## src/rtl/core/aee_pkg.sv

```systemverilog
// Package with types, constants and helpers of the escape encoder.
`timescale 1ns / 1ps
`default_nettype none

package aee_pkg;

    localparam int CP_W        = 21;
    localparam int UNIT_W      = 16;
    localparam int STEP_W      = 4;
    localparam int QUEUE_DEPTH = 2;

    localparam logic [7:0]      BACKSLASH      = 8'h5C;
    localparam logic [STEP_W-1:0] UNIT_STEPS   = STEP_W'(5);
    localparam logic [STEP_W-1:0] LAST_STEP_BMP  = STEP_W'(4);
    localparam logic [STEP_W-1:0] LAST_STEP_PAIR = STEP_W'(9);

    typedef enum logic [1:0] {
        ST_OK      = 2'd0,
        ST_INVALID = 2'd1,
        ST_UNSUP   = 2'd2
    } status_t;

    // SINGLE gives one result; BMP one escaped unit; PAIR two escaped units.
    typedef enum logic [1:0] {
        CMD_SINGLE,
        CMD_BMP,
        CMD_PAIR
    } cmd_kind_t;

    typedef struct packed {
        cmd_kind_t          kind;
        logic [7:0]         single_byte;
        status_t            single_status;
        logic [UNIT_W-1:0]  unit_hi;
        logic [UNIT_W-1:0]  unit_lo;
    } aee_cmd_t;

    function automatic logic [7:0] hex_char(input logic [3:0] nib);
        logic [7:0] ext;
        ext = {4'd0, nib};
        hex_char = (nib < 4'd10) ? (8'h30 + ext) : (8'h37 + ext);
    endfunction

endpackage

`default_nettype wire

```

## src/rtl/core/ascii_escape_encoder_top.sv

```systemverilog
// Top level of the ASCII escape encoder.
//
//  Channel   Handshake               Payload
//  cp        cp_valid / cp_ready     code_point[20:0]
//  res       res_valid / res_ready   out_byte[7:0], last_of_run, status[1:0]
//  cfg       cfg_wr_en               cfg_wr_data (dest_ascii_compatible)
//
// Each code point gives one result beat for plain ASCII and errors, five for a BMP
// escape, ten for a surrogate pair; the byte sequencer sends one per cycle unless stalled.
// A code point is taken in the cycle it arrives while the command queue has room,
// so the next one is classified while the previous one is still being emitted.
// A result beat is registered from the command at the queue head once the output is free.
// Reset is asynchronous and active low; the charset flag resets to one.
`timescale 1ns / 1ps
`default_nettype none

module ascii_escape_encoder_top
    import aee_pkg::*;
#(
    parameter int QDEPTH = QUEUE_DEPTH
)
(
    input  wire logic            clk,
    input  wire logic            rst_n,
    input  wire logic            cp_valid,
    output logic                 cp_ready,
    input  wire logic [CP_W-1:0] code_point,
    output logic                 res_valid,
    input  wire logic            res_ready,
    output logic [7:0]           out_byte,
    output logic                 last_of_run,
    output logic [1:0]           status,
    input  wire logic            cfg_wr_en,
    input  wire logic            cfg_wr_data
);

    logic     ascii_compat_reg;
    logic     push;
    logic     q_full;
    logic     pop;
    logic     head_valid;
    aee_cmd_t push_cmd;
    aee_cmd_t head_cmd;

    always_ff @(posedge clk or negedge rst_n)
    begin
        if (!rst_n)
        begin
            ascii_compat_reg <= 1'b1;
        end
        else if (cfg_wr_en)
        begin
            ascii_compat_reg <= cfg_wr_data;
        end
    end

    aee_front u_front (
        .cp_valid              (cp_valid),
        .cp_ready              (cp_ready),
        .code_point            (code_point),
        .dest_ascii_compatible (ascii_compat_reg),
        .q_full                (q_full),
        .push                  (push),
        .cmd                   (push_cmd)
    );

    aee_queue #(
        .DEPTH (QDEPTH)
    ) u_queue (
        .clk        (clk),
        .rst_n      (rst_n),
        .push       (push),
        .push_cmd   (push_cmd),
        .full       (q_full),
        .pop        (pop),
        .head_valid (head_valid),
        .head_cmd   (head_cmd)
    );

    aee_back u_back (
        .clk         (clk),
        .rst_n       (rst_n),
        .head_valid  (head_valid),
        .head_cmd    (head_cmd),
        .pop         (pop),
        .res_valid   (res_valid),
        .res_ready   (res_ready),
        .out_byte    (out_byte),
        .last_of_run (last_of_run),
        .status      (status)
    );

endmodule

`default_nettype wire

```

## src/rtl/core/aee_front.sv

```systemverilog
// Front end: accepts code points and classifies them into byte commands.
`timescale 1ns / 1ps
`default_nettype none

module aee_front
    import aee_pkg::*;
(
    input  wire logic            cp_valid,
    output logic                 cp_ready,
    input  wire logic [CP_W-1:0] code_point,
    input  wire logic            dest_ascii_compatible,
    input  wire logic            q_full,
    output logic                 push,
    output aee_cmd_t             cmd
);

    logic            is_plain;
    logic            is_invalid;
    logic [CP_W-1:0] offset;

    assign cp_ready = !q_full;
    assign push     = cp_valid && !q_full;

    always_comb
    begin
        is_plain   = (code_point < CP_W'(8'h80)) && (code_point[7:0] != BACKSLASH);
        is_invalid = (code_point > CP_W'(32'h10FFFF))
                  || ((code_point >= CP_W'(16'hD800)) && (code_point <= CP_W'(16'hDFFF)));
        offset     = code_point - CP_W'(32'h10000);

        cmd.kind          = CMD_SINGLE;
        cmd.single_byte   = 8'd0;
        cmd.single_status = ST_OK;
        cmd.unit_hi       = code_point[UNIT_W-1:0];
        cmd.unit_lo       = {6'b110111, offset[9:0]};

        if (is_plain)
        begin
            cmd.single_byte = code_point[7:0];
        end
        else if (is_invalid)
        begin
            cmd.single_status = ST_INVALID;
        end
        else if (!dest_ascii_compatible)
        begin
            cmd.single_status = ST_UNSUP;
        end
        else if (code_point[CP_W-1:UNIT_W] == '0)
        begin
            cmd.kind = CMD_BMP;
        end
        else
        begin
            // Supplementary plane: split into a high and a low surrogate.
            cmd.kind    = CMD_PAIR;
            cmd.unit_hi = {6'b110110, offset[19:10]};
        end
    end

endmodule

`default_nettype wire

```

## src/rtl/core/aee_queue.sv

```systemverilog
// Short command queue between the front end and the byte sequencer.
`timescale 1ns / 1ps
`default_nettype none

module aee_queue
    import aee_pkg::*;
#(
    parameter int DEPTH = QUEUE_DEPTH
)
(
    input  wire logic     clk,
    input  wire logic     rst_n,
    input  wire logic     push,
    input  wire aee_cmd_t push_cmd,
    output logic          full,
    input  wire logic     pop,
    output logic          head_valid,
    output aee_cmd_t      head_cmd
);

    localparam int PTR_W = (DEPTH > 1) ? $clog2(DEPTH) : 1;
    localparam int CNT_W = $clog2(DEPTH + 1);

    aee_cmd_t         entry_reg [DEPTH];
    logic [PTR_W-1:0] wr_ptr_reg, wr_ptr_next;
    logic [PTR_W-1:0] rd_ptr_reg, rd_ptr_next;
    logic [CNT_W-1:0] count_reg,  count_next;

    assign full       = (count_reg == CNT_W'(DEPTH));
    assign head_valid = (count_reg != '0);
    assign head_cmd   = entry_reg[rd_ptr_reg];

    always_comb
    begin
        wr_ptr_next = wr_ptr_reg;
        rd_ptr_next = rd_ptr_reg;
        count_next  = count_reg;
        if (push)
        begin
            wr_ptr_next = (wr_ptr_reg == PTR_W'(DEPTH - 1)) ? '0 : wr_ptr_reg + 1'b1;
        end
        if (pop)
        begin
            rd_ptr_next = (rd_ptr_reg == PTR_W'(DEPTH - 1)) ? '0 : rd_ptr_reg + 1'b1;
        end
        if (push && !pop)
        begin
            count_next = count_reg + 1'b1;
        end
        else if (pop && !push)
        begin
            count_next = count_reg - 1'b1;
        end
    end

    always_ff @(posedge clk or negedge rst_n)
    begin
        if (!rst_n)
        begin
            wr_ptr_reg <= '0;
            rd_ptr_reg <= '0;
            count_reg  <= '0;
        end
        else
        begin
            wr_ptr_reg <= wr_ptr_next;
            rd_ptr_reg <= rd_ptr_next;
            count_reg  <= count_next;
        end
    end

    always_ff @(posedge clk)
    begin
        if (push)
        begin
            entry_reg[wr_ptr_reg] <= push_cmd;
        end
    end

endmodule

`default_nettype wire

```

## src/rtl/core/aee_back.sv

```systemverilog
// Back end: steps through a command and emits one byte per beat.
`timescale 1ns / 1ps
`default_nettype none

module aee_back
    import aee_pkg::*;
(
    input  wire logic     clk,
    input  wire logic     rst_n,
    input  wire logic     head_valid,
    input  wire aee_cmd_t head_cmd,
    output logic          pop,
    output logic          res_valid,
    input  wire logic     res_ready,
    output logic [7:0]    out_byte,
    output logic          last_of_run,
    output logic [1:0]    status
);

    logic [STEP_W-1:0] step_reg, step_next;
    logic              res_valid_reg, res_valid_next;
    logic [7:0]        byte_reg, byte_next;
    logic              last_reg, last_next;
    status_t           status_reg, status_next;

    logic              load;
    logic              upper;
    logic [UNIT_W-1:0] unit;
    logic [STEP_W-1:0] pos;

    // The output register is free when empty or when its beat is taken now.
    assign load = head_valid && (!res_valid_reg || res_ready);
    assign pop  = load && last_next;

    always_comb
    begin
        upper = (step_reg >= UNIT_STEPS);
        unit  = upper ? head_cmd.unit_lo : head_cmd.unit_hi;
        pos   = upper ? (step_reg - UNIT_STEPS) : step_reg;

        byte_next   = BACKSLASH;
        status_next = ST_OK;
        case (pos)
            STEP_W'(1): byte_next = hex_char(unit[15:12]);
            STEP_W'(2): byte_next = hex_char(unit[11:8]);
            STEP_W'(3): byte_next = hex_char(unit[7:4]);
            STEP_W'(4): byte_next = hex_char(unit[3:0]);
            default:    byte_next = BACKSLASH;
        endcase

        case (head_cmd.kind)
            CMD_SINGLE:
            begin
                byte_next   = head_cmd.single_byte;
                status_next = head_cmd.single_status;
                last_next   = 1'b1;
            end
            CMD_BMP:  last_next = (step_reg == LAST_STEP_BMP);
            CMD_PAIR: last_next = (step_reg == LAST_STEP_PAIR);
            default:  last_next = 1'b1;
        endcase

        step_next      = step_reg;
        res_valid_next = res_valid_reg;
        if (load)
        begin
            step_next      = last_next ? '0 : step_reg + 1'b1;
            res_valid_next = 1'b1;
        end
        else if (res_ready)
        begin
            res_valid_next = 1'b0;
        end
    end

    always_ff @(posedge clk or negedge rst_n)
    begin
        if (!rst_n)
        begin
            step_reg      <= '0;
            res_valid_reg <= 1'b0;
        end
        else
        begin
            step_reg      <= step_next;
            res_valid_reg <= res_valid_next;
        end
    end

    always_ff @(posedge clk)
    begin
        if (load)
        begin
            byte_reg   <= byte_next;
            last_reg   <= last_next;
            status_reg <= status_next;
        end
    end

    assign res_valid   = res_valid_reg;
    assign out_byte    = byte_reg;
    assign last_of_run = last_reg;
    assign status      = status_reg;

endmodule

`default_nettype wire

```

## config.mk

```make
export PLATFORM = sky130hd
export DESIGN_NAME = ascii_escape_encoder_top
export DESIGN_NICKNAME = d
export VERILOG_FILES = /design/src/rtl/core/aee_pkg.sv /design/src/rtl/core/ascii_escape_encoder_top.sv /design/src/rtl/core/aee_front.sv /design/src/rtl/core/aee_queue.sv /design/src/rtl/core/aee_back.sv
export SDC_FILE = /design/constraint.sdc
export NUM_CORES = 1
export LEC_CHECK = 0
export BUFFER_PORTS_ARGS = -buffer_cell sky130_fd_sc_hd__buf_2
export CORE_AREA = 4 4 147 149
export DETAILED_ROUTE_END_ITERATION = 8
export DIE_AREA = 0 0 151 153
export GPL_ROUTABILITY_DRIVEN = 1
export SLEW_MARGIN = 10
export SYNTH_ARGS = -nofsm -noshare
export SYNTH_HDL_FRONTEND = slang
export SYNTH_SLANG_ARGS = --single-unit
```

## constraint.sdc

```tcl
create_clock -name clk -period 2.8 [get_ports clk]
set_input_delay 0.42 -clock clk [delete_from_list [all_inputs] [get_ports clk]]
set_output_delay 0.42 -clock clk [all_outputs]
set_load 0.1 [all_outputs]
```

Word level (Yosys, flattened, before mapping)
Memories as Yosys holds them, arrays and structs flattened.
Cells that the tools add are included.
{"block": "classes", "addsub": 15, "n_lt_le_gt_ge": 9, "n_eq_ne": 10, "mux": 29, "reduce_logical": 18}
{"cell": "$mux W16", "n": 4}
{"cell": "$add A6 B4 Y7 const A", "n": 8}
{"cell": "$mux W8", "n": 6}
{"cell": "$pmux W8 S4", "n": 1}
{"cell": "$ge A21 B16 Y1 const B", "n": 1}
{"cell": "$gt A21 B21 Y1 const B", "n": 1}
{"cell": "$le A21 B16 Y1 const B", "n": 1}
{"cell": "$lt A21 B8 Y1 const B", "n": 1}
{"cell": "$sub A20 B17 Y20 const B", "n": 1}
{"cell": "$mux W18", "n": 1}
{"cell": "$lt A4 B4 Y1 const B", "n": 4}
{"cell": "$mux W2", "n": 8}
{"cell": "$eq A4 B2 Y1 const B", "n": 2}
{"cell": "$eq A4 B3 Y1 const B", "n": 2}
{"cell": "$mux W4", "n": 2}
{"cell": "$ne A8 B7 Y1 const B", "n": 1}
{"cell": "$logic_and A1 B1 Y1", "n": 7}
{"cell": "$mux W1", "n": 6}
{"cell": "$reduce_bool A2 Y1", "n": 3}
{"cell": "$logic_not A5 Y1", "n": 1}
{"cell": "$add A4 B1 Y4 const B", "n": 1}
{"cell": "$eq A2 B2 Y1 const B", "n": 2}
{"cell": "$eq A4 B1 Y1 const B", "n": 1}
{"cell": "$eq A4 B4 Y1 const B", "n": 1}
{"cell": "other kinds (10)", "n": 15}
{"block": "word_totals", "ff_bits": 21, "ram_bits": 76, "in_bits": 27, "elab_cells": 91, "memories": 1}
{"name": "u_queue.entry_reg", "depth": 2, "word_bits": 38, "rd": 1, "rd_clocked_by_memory_dff": 0, "write_ports": 1, "line": "aee_queue.sv:24", "rtl": "aee_cmd_t entry_reg [DEPTH];"}

Logic depth before layout (Yosys ltp)
Gate-level depths: netlist of the first run.
{"block": "logic_depth", "ltp_word": 7, "depth_mapped": 16, "mapped_depth_nobuf": 12}

By module
Synthesis of the first run repeated with hierarchy kept, for this count alone.
{"block": "hier_totals", "hier_cells": 454, "hier_area_um2": 6033.3}
{"module": "aee_queue", "instances": 1, "cells_per_inst": 153, "area_each_um2": 3564.7}
{"module": "aee_back", "instances": 1, "cells_per_inst": 220, "area_each_um2": 1816.7}
{"module": "aee_front", "instances": 1, "cells_per_inst": 79, "area_each_um2": 610.6}
{"module": "ascii_escape_encoder_top", "instances": 1, "cells_per_inst": 2, "area_each_um2": 41.3}

Worst setup path after synthesis of the first run
Ideal clock, no wire load.
{"block": "synth_timing", "kind": "flip-flop to flip-flop", "start": "register u_queue.count_reg[0]", "end": "memory u_queue.entry_reg[0][0] (netlist bit), enable pin", "arrival_time_ps": 3111, "t_required_ps": 2367, "slack_ps": -744, "path_stages_with_launch": 4, "n_path_buf": 0, "period_less_slack_ps": 3544, "path_cell_list": "dfrtp_1 -> nand2b_1 -> nand2_1 -> nor2_1"}
{"block": "synth_between", "elab_chain_cells": 5}
{"element": "start, declared", "line": "aee_queue.sv:27", "rtl": "logic [CNT_W-1:0] count_reg, count_next;"}
{"element": "start signal, assigned", "line": "aee_queue.sv:68", "rtl": "count_reg <= count_next;"}
{"element": "$eq A2 B2 Y1", "line": "aee_queue.sv:29", "rtl": "assign full = (count_reg == CNT_W'(DEPTH));"}
{"element": "$logic_not A1 Y1"}
{"element": "net cp_ready", "line": "ascii_escape_encoder_top.sv:26", "rtl": "output logic cp_ready,"}
{"element": "$logic_and A1 B1 Y1", "line": "aee_front.sv:22", "rtl": "assign push = cp_valid && !q_full;"}
{"element": "$mux W1", "line": "aee_queue.sv:74", "rtl": "if (push)"}
{"element": "$mux W1 (implied by the code)", "line": "aee_queue.sv:76", "rtl": "entry_reg[wr_ptr_reg] <= push_cmd;"}
{"element": "end, declared", "line": "aee_queue.sv:24"}
The timed path passes the listed nets, and every way through them passes these cells.

Worst setup path after layout of the first run
{"block": "layout_timing", "start": "register u_back.step_reg[0]", "end": "register u_back.byte_reg[1], in the netlist u_back.out_byte[1], data pin"}
{"block": "layout_between", "elab_chain_cells": 6, "word_cells_on_any_way": 26}
{"element": "start, declared", "line": "aee_back.sv:20", "rtl": "logic [STEP_W-1:0] step_reg, step_next;"}
{"element": "start signal, assigned", "line": "aee_back.sv:85", "rtl": "step_reg <= step_next;"}
{"element": "$ge A4 B3 Y1", "line": "aee_back.sv:37", "rtl": "upper = (step_reg >= UNIT_STEPS);"}
{"element": "$mux W16", "line": "aee_back.sv:38", "rtl": "unit = upper ? head_cmd.unit_lo : head_cmd.unit_hi;"}
{"element": "$add A6 B4 Y7 / $lt A4 B4 Y1 (equally long branches)", "line": "aee_pkg.sv:41", "rtl": "hex_char = (nib < 4'd10) ? (8'h30 + ext) : (8'h37 + ext);"}
{"element": "$mux W8", "line": "aee_pkg.sv:41"}
{"element": "$pmux W8 S4 (*)", "line": "aee_back.sv:43", "rtl": "case (pos)"}
{"element": "$mux W8 (*)", "line": "aee_back.sv:51", "rtl": "case (head_cmd.kind)"}
{"element": "net u_back.byte_next[1]", "line": "aee_back.sv:22", "rtl": "logic [7:0] byte_reg, byte_next;"}
{"element": "end signal, assigned", "line": "aee_back.sv:94", "rtl": "byte_reg <= byte_next;"}
{"element": "end, declared", "line": "aee_back.sv:22"}
Mark *: on every way through the listed nets, which the timed path passes. The rest lies on a longest branch.
A chain may end at the register's enable or synchronous reset.

==> results by group, run 1 <==
Die
  • Starting Density: 0.2499
  • Die boundary width: ~150 µm
  • Io pins: 40
  • Row count: 52
  • Vert. Die Dim: 153 µm
  • DIE AREA: ~23000 µm²
  • Placeable core region: around 20000 µm²

STA
  • Period utilization: 0.9368
  • Setup TNS: 0 ns
  • Hold WS: about 0.32 ns
  • Worst Tran Pin Value: around 0.53 ns
  • Max Clock Freq: approximately 380 MHz
  • Worst clock skew on the final layout: 0.009888 ns
  • Final count of negative-setup-slack endpoints: 0
  • Hold Vio Cnt, Final: 0
  • Final Max Slew Viols: 0
  • Worst slew margin relative to its limit: 0.6407
  • Final worst path period need: about 2.6 ns
  • Setup repair after global routing missed its margin: false

Critical path
  • Critical Setup Path Class: reg2reg
  • Arrival time of data at the critical path endpoint: between 2 and 3 ns
  • Data required, critical path: 2.87 ns
  • Type of origin of the critical path: register
  • Register-to-Register Setup Slack: between 0.15 and 0.2 ns
  • Critical Path Fanout Max: 7
  • Depth of the worst register-to-register path: 9
  • Critical register-to-register path endpoint: u_back.out_byte[1]$_DFFE_PP_
  • Category of the worst setup path capture point: register
  • Startpoint of the worst setup timing path: u_back.step_reg[0]$_DFFE_PN0P_
  • Start of the worst register-to-register path: u_back.step_reg[0]$_DFFE_PN0P_

GRT
  • Number of antenna violations at the first check in global routing: 0
  • All-Layer GR Usage: 0.1061
  • Grt met1 use: 0.1445
  • Grt total ovfl: 0
  • Number of global-route vias before repair: between 3000 and 4000
  • Wire length of the first global-routing pass: 19.20 mm
  • Pin count of the biggest net entering global routing: 39
  • Grt met3 use: 0.01806
  • Most Used Layer, Global Route: met2
  • Met2 usage in global routing: 0.1721

Routing
  • Detailed Routing Iterations Pass 1: 5
  • Total via count after detailed routing: 3468
  • Routed len/inst: around 16 µm
  • Residual DRC count: 0
  • Total Routed Length: between 10 and 15 mm
  • Number of DRC markers after the initial detailed-route iteration: around 290
  • Avg Vias per Cell: approximately 4.7
  • Antenna violation net count after detailed routing: 0

Run status
  • Run status: complete, no violations

Logic synthesis
  • Yosys reg bits: just under 100
  • Commonest cells in the netlist: 87 x edfxtp_1, 23 x inv_1, 20 x mux2i_1, 20 x nor2_1, 17 x nand2_1
  • Post-synth ARST share: 0.1031
  • Mapped Area: around 5000 µm²
  • Most frequently used flop master after synthesis: edfxtp_1
  • Number of distinct standard cells referenced by the synthesized netlist: 66
  • Share of the synthesized area in the top cell type: 0.5184
  • Seq/Total Area, Yosys: 0.5683
  • EDFF count, synth: 87
  • Leading cell types by total area after synthesis: edfxtp_1 52%, dfrtp_1 4.5%, mux4_2 4.5%, mux2i_1 4.0%, ha_1 2.7%
  • Syn. warnings: 0
  • Mean post-synth cell area: 12.86 µm²
  • Post-synthesis cell type with the largest combined area: edfxtp_1
  • Syn Inst Count: a little under 400
  • Most frequent cell after synthesis: edfxtp_1

Clock tree
  • Clock buffers created by TritonCTS: 9
  • TritonCTS sink count: 97
  • Worst skew pair latency: roughly 0.34 ns
  • H-tree levels: 3
  • Clk buf depth: 2
  • CTS tree: yes
  • Reg clk slew, reported paths: 0.07 ns
  • Clk Tree Root Cell: clkbuf_16
  • Post-CTS Setup Inserts: 0

Layout
  • Non-filler cells in the finished layout: 736
  • Antenna diode count: 0
  • Total number of nets in the final design: 499
  • Max reg flops: 76
  • Ratio of cells with drive above 1 in the final layout: 0.2661
  • P&R area growth vs syn: 21.00%
  • Finished layout cell area: approximately 6100 µm²

Placed design
  • Cell Count Post-Placement: between 700 and 800
  • Final GP Congestion: between 0.8 and 0.9
  • Sum of net half-perimeters after detailed placement: just under 9 mm
  • Placement Cell Area: about 5800 µm²
  • Count of buffers inserted at the top-level ports: 39

Worst hold path
  • Cells on Worst Hold Path: 1
  • Endpoint with the worst hold slack: u_queue.entry_reg[0][6]$_DFFE_PP_
  • Hold Path Class: in2reg
  • Launch instance of the worst min-delay path: code_point[6]

Power
  • Worst IR Drop VDD: around 0.45 mV
  • Leakage power total: about 2.2 nW
  • Power Density: roughly 1100 nW/µm²

Run
  • Maximum Capacitance Violations: 0
==> area by class of cell <==
type,instances,area [µm²]
Clock buffer,13,240.2
Clock inverter,3,67.56
Fill cell,2064,14070
Inverter,24,92.59
Multi-Input combinational cell,258,2053
Sequential cell,97,2869
Tap cell,270,337.8
Timing Repair Buffer,71,437.9
==> power by group <==
group          internal [mW]  leakage, nW  total, mW  switching [mW]
clock network          0.785        0.144       1.30           0.517
registers               2.09        0.937       2.32           0.227
logic                   1.14         1.17       3.25            2.11
==> layout by cell type (no fill, tap or decap), types with 3 or more instances in the layout <==
master	n
nand3_1	6
inv_1	22
a21oi_1	14
nor3_1	11
xor2_1	6
buf_2	39
mux2i_1	20
o21ai_0	11
nor4_1	7
mux4_2	10
mux2_2	10
nand2_1	17
or3_1	4
a21o_1	5
dfrtp_1	7
a211oi_1	5
and2_1	10
nor2b_1	6
o211ai_1	4
nand4_1	4
o32ai_1	3
a31oi_1	3
clkbuf_16	9
edfxtp_1	87
buf_4	31
nor3b_1	6
a32oi_1	3
xnor2_1	3
o22ai_1	4
ha_1	10
nor2_1	19
clkbuf_1	4
nand2b_1	11
==> how the worst max path moves through the flow <==
| stage | slack [ns] | to |
|---|---|---|
| after global routing | 0.004 | u_back.out_byte[2]$_DFFE_PP_ |
| after global placement | 0.12 | u_back.out_byte[1]$_DFFE_PP_ |
| after CTS | 0.11 | u_back.out_byte[2]$_DFFE_PP_ |
| after floorplan | 0.004 | u_back.out_byte[2]$_DFFE_PP_ |
| final | 0.18 | u_back.out_byte[1]$_DFFE_PP_ |
| after detailed placement | 0.02 | u_back.out_byte[2]$_DFFE_PP_ |
==> cells by family after synthesis <==
group,count (synthesis),share of synthesized area
AOI/OAI and AO/OA,79,0.1122
xor gates and xnor gates,9,0.01564
adders and majority gates,11,0.02731
buffers and inverters,38,0.03326
DFF,97,0.5683
muxes,44,0.1172
other,1,0.0007441
and+or+nand+nor,113,0.1254
==> per-stage QoR <==
stage          power [mW]  utilization  setup slack, ns
2_1_floorplan       4.754            -         0.004370
3_3_place_gp        5.500       0.2856           0.1163
3_5_place_dp        5.567       0.2856          0.02121
4_1_cts             6.875       0.3014           0.1073
5_1_grt             7.247       0.3024         0.004012
6_report            6.869       0.3024           0.1771
==> critical path, stage by stage (launching register included) <==
cell,delay (ns)
dfrtp_2,0.44
ha_1,0.23
nand2b_4,0.17
a21o_4,0.25
buf_4,0.18
mux4_2,0.31
ha_1,0.29
nand2_1,0.04
a311oi_1,0.27
o221ai_1,0.16
==> timing repair <==
item / CTS / global route
hold buffers: 1 / 0
gates cloned: 0 / 0
resized for setup: 1 / 5
endpoints found under the hold margin: 9 / 0
pin swaps: 0 / 2
setup endpoints to repair: 1 / 5
==> layer usage <==
layer | up-vias | part of all wire
met5 | - | 0
met4 | 0 | 0.015
met3 | 17 | 0.035
met2 | 73 | 0.49
met1 | 1728 | 0.46
li1 | 1650 | -
(Power assumes the default switching activity.)
==> run 2: changes to the inputs <==
Settings changed: ABC_AREA set to 1, CORE_AREA 4 4 147 149 to 2 2 148 150, DIE_AREA 0 0 151 153 to 0 0 150 152.
==> results by group, run 2 <==
Layout
  • Antenna diode count: 0
  • Total number of nets in the final design: just under 700
  • Most frequent cells in the layout: 168 x nand2_1, 87 x edfxtp_1, 75 x inv_1
  • Finished layout cell area: ~6100 µm²
  • P&R area growth vs syn: 15.84%
  • Ratio of cells with drive above 1 in the final layout: 0.1496
  • Leading cell type in the layout, fill and taps excluded: nand2_1
  • Non-filler cells in the finished layout: 935
  • Max reg flops: 76

GRT
  • Number of antenna violations at the first check in global routing: 0
  • Wire length of the first global-routing pass: between 15 and 20 mm
  • Grt total ovfl: 0
  • Number of global-route vias before repair: between 3000 and 4000
  • All-Layer GR Usage: 0.1113
  • Pin count of the biggest net entering global routing: 40

Power
  • Leakage power total: approximately 2.7 nW
  • Power Density: 1210 nW/µm²
  • Worst IR Drop VDD: around 0.53 mV

Logic synthesis
  • Yosys reg bits: slightly below 100
  • Leading cell types by total area after synthesis: edfxtp_1 50%, nand2_1 12%, inv_1 5.4%, nor2_1 4.9%, nand3_1 4.5%
  • Most frequently used flop master after synthesis: edfxtp_1
  • Post-synthesis cell type with the largest combined area: edfxtp_1
  • EDFF count, synth: 87
  • Seq/Total Area, Yosys: 0.5454
  • Most frequent cell after synthesis: nand2_1
  • Commonest cells in the netlist: 168 x nand2_1, 87 x edfxtp_1, 76 x inv_1
  • Syn. warnings: 0
  • Share of the synthesized area in the top cell type: 0.4975
  • Mapped Area: roughly 5300 µm²
  • Syn Inst Count: between 600 and 700
  • Number of distinct standard cells referenced by the synthesized netlist: 37
  • Mean post-synth cell area: approximately 8.7 µm²
  • Post-synth ARST share: 0.1031

Worst hold path
  • Hold Path Class: in2reg

Routing
  • Avg Vias per Cell: 4.339
  • Residual DRC count: 0
  • Total Routed Length: between 10 and 15 mm
  • Detailed Routing Iterations Pass 1: 5
  • Total via count after detailed routing: 4057
  • Antenna violation net count after detailed routing: 0
  • Number of DRC markers after the initial detailed-route iteration: 350
  • Routed len/inst: 12.89 µm

STA
  • Max Clock Freq: 392.8 MHz
  • Worst slew margin relative to its limit: 0.6233
  • Final worst path period need: 2.546 ns
  • Worst Tran Pin Value: between 0.5 and 0.6 ns
  • Setup TNS: 0 ns
  • Final Max Slew Viols: 0
  • Worst clock skew on the final layout: slightly below 0.009 ns
  • Final count of negative-setup-slack endpoints: 0
  • Hold Vio Cnt, Final: 0
  • Setup repair after global routing missed its margin: false
  • Period utilization: 0.9091

Critical path
  • Type of origin of the critical path: register
  • Critical Path Fanout Max: 23
  • Category of the worst setup path capture point: register
  • Arrival time of data at the critical path endpoint: roughly 2.6 ns
  • Critical Setup Path Class: reg2reg
  • Data required, critical path: a little under 3 ns

Clock tree
  • Post-CTS Setup Inserts: 0
  • Clk Tree Root Cell: clkbuf_16
  • Clk buf depth: 2
  • Reg clk slew, reported paths: around 0.060 ns
  • TritonCTS sink count: 97
  • Worst skew pair latency: between 0.3 and 0.4 ns
  • CTS tree: yes
  • H-tree levels: 3
  • Clock buffers created by TritonCTS: 9

Die
  • Vert. Die Dim: around 150 µm
  • DIE AREA: approximately 23000 µm²
  • Row count: between 50 and 60
  • Starting Density: 0.2460
  • Placeable core region: around 21000 µm²
  • Io pins: 40
  • Die boundary width: 150 µm

Placed design
  • Sum of net half-perimeters after detailed placement: 8.721 mm
  • Count of buffers inserted at the top-level ports: 39
  • Cell Count Post-Placement: between 900 and 1000
  • Placement Cell Area: around 5800 µm²
  • Final GP Congestion: 0.8414

Run
  • Maximum Capacitance Violations: 0

Run status
  • Run status: complete, no violations
[run 2: changes by cell type in the layout (fill, tap and decap cells not counted), moves of 11 or more]
cell and change:
nand3_1 +41, nand2b_1 -11, nor2_1 +48, inv_1 +53, nand2_1 +151, o21ai_1 +17, mux2i_1 -19, o21ai_0 +17
buf_4 -20
[run 2: per-stage QoR]
stage,total power [mW],worst slack [ns],hold slack [ns],utilization
floorplan,5.412,-0.5823,0.1244,-
global placement,6.260,0.1940,0.3280,0.2720
detailed placement,6.271,0.1715,0.3258,0.2720
CTS,7.410,0.1559,0.2323,0.2849
global route,7.941,0.01938,0.2465,0.2849
finish,7.362,0.2545,0.2402,0.2849
[run 2: final timing paths]
check | to | startpoint | cells after the start | slack, ns
min | ascii_compat_reg$_DFFE_PN1P_ | cfg_wr_en | 2 | 0.24
min in group asynchronous | u_back.step_reg[1]$_DFFE_PN0P_ | rst_n | 2 | 0.50
min reg2reg | u_queue.count_reg[0]$_DFFE_PN0P_ | u_queue.count_reg[0]$_DFFE_PN0P_ | 1 | 0.47
max reg2reg | u_back.out_byte[4]$_DFFE_PP_ | u_back.step_reg[1]$_DFFE_PN0P_ | 15 | 0.25
max | u_back.out_byte[4]$_DFFE_PP_ | u_back.step_reg[1]$_DFFE_PN0P_ | 15 | 0.25
max in group asynchronous | ascii_compat_reg$_DFFE_PN1P_ | rst_n | 2 | 2.02
[run 2: final cells by class]
type	count	area (µm²)
flip-flops and latches	97	2865
clock buffers	12	236.5
fillers	2302	15270
inverters	83	314.1
multi-input cells	407	1981
well taps	280	350.3
repair buffers	52	307.8
clock inverters	4	28.78
[run 2: cell families (layout without fill, tap and decap cells)]
group	Yosys count	in the layout	share of synthesized area
DFF	97	97	0.5454
buffers and inverters	98	151	0.08101
muxes	1	1	0.001906
and+or+nand+nor	328	328	0.2750
other	1	2	0.0007141
adders and majority gates	11	11	0.02621
AOI/OAI and AO/OA	59	59	0.05981
xor gates and xnor gates	6	6	0.01001
[run 2: what timing repair did]
item / in CTS / in global routing
setup endpoints to repair: 0 / 2
gates resized for setup: 0 / 3
hold buffers: 1 / 0
hold endpoints to repair: 9 / 0
[run 2: where the power goes]
part / total, mW / switching [mW] / internal, mW / leakage, nW
clock network: 1.12 / 0.518 / 0.605 / 0.125
logic: 3.96 / 2.87 / 1.09 / 1.61
registers: 2.28 / 0.163 / 2.12 / 0.942
total: 7.36 / 3.55 / 3.81 / 2.67
[run 2: worst max-delay path: stages, from the launching register on]
cell	delay, ns
dfrtp_1	0.45
inv_1	0.15
ha_1	0.20
inv_1	0.05
nand2_1	0.09
nand2_4	0.08
nand2_4	0.15
o21ai_1	0.15
o21ai_0	0.14
ha_1	0.22
inv_1	0.07
nor2_1	0.04
o21ai_1	0.19
nand3_1	0.09
o21ai_1	0.15
nand2_1	0.07
[run 2: metal layers]
layer	share of wire	global-route usage	vias to the layer above
li1	-	-	2065
met1	0.47	0.1455	1890
met2	0.47	0.1816	89
met3	0.039	0.02222	13
met4	0.019	0.04178	0
met5	0	0	-
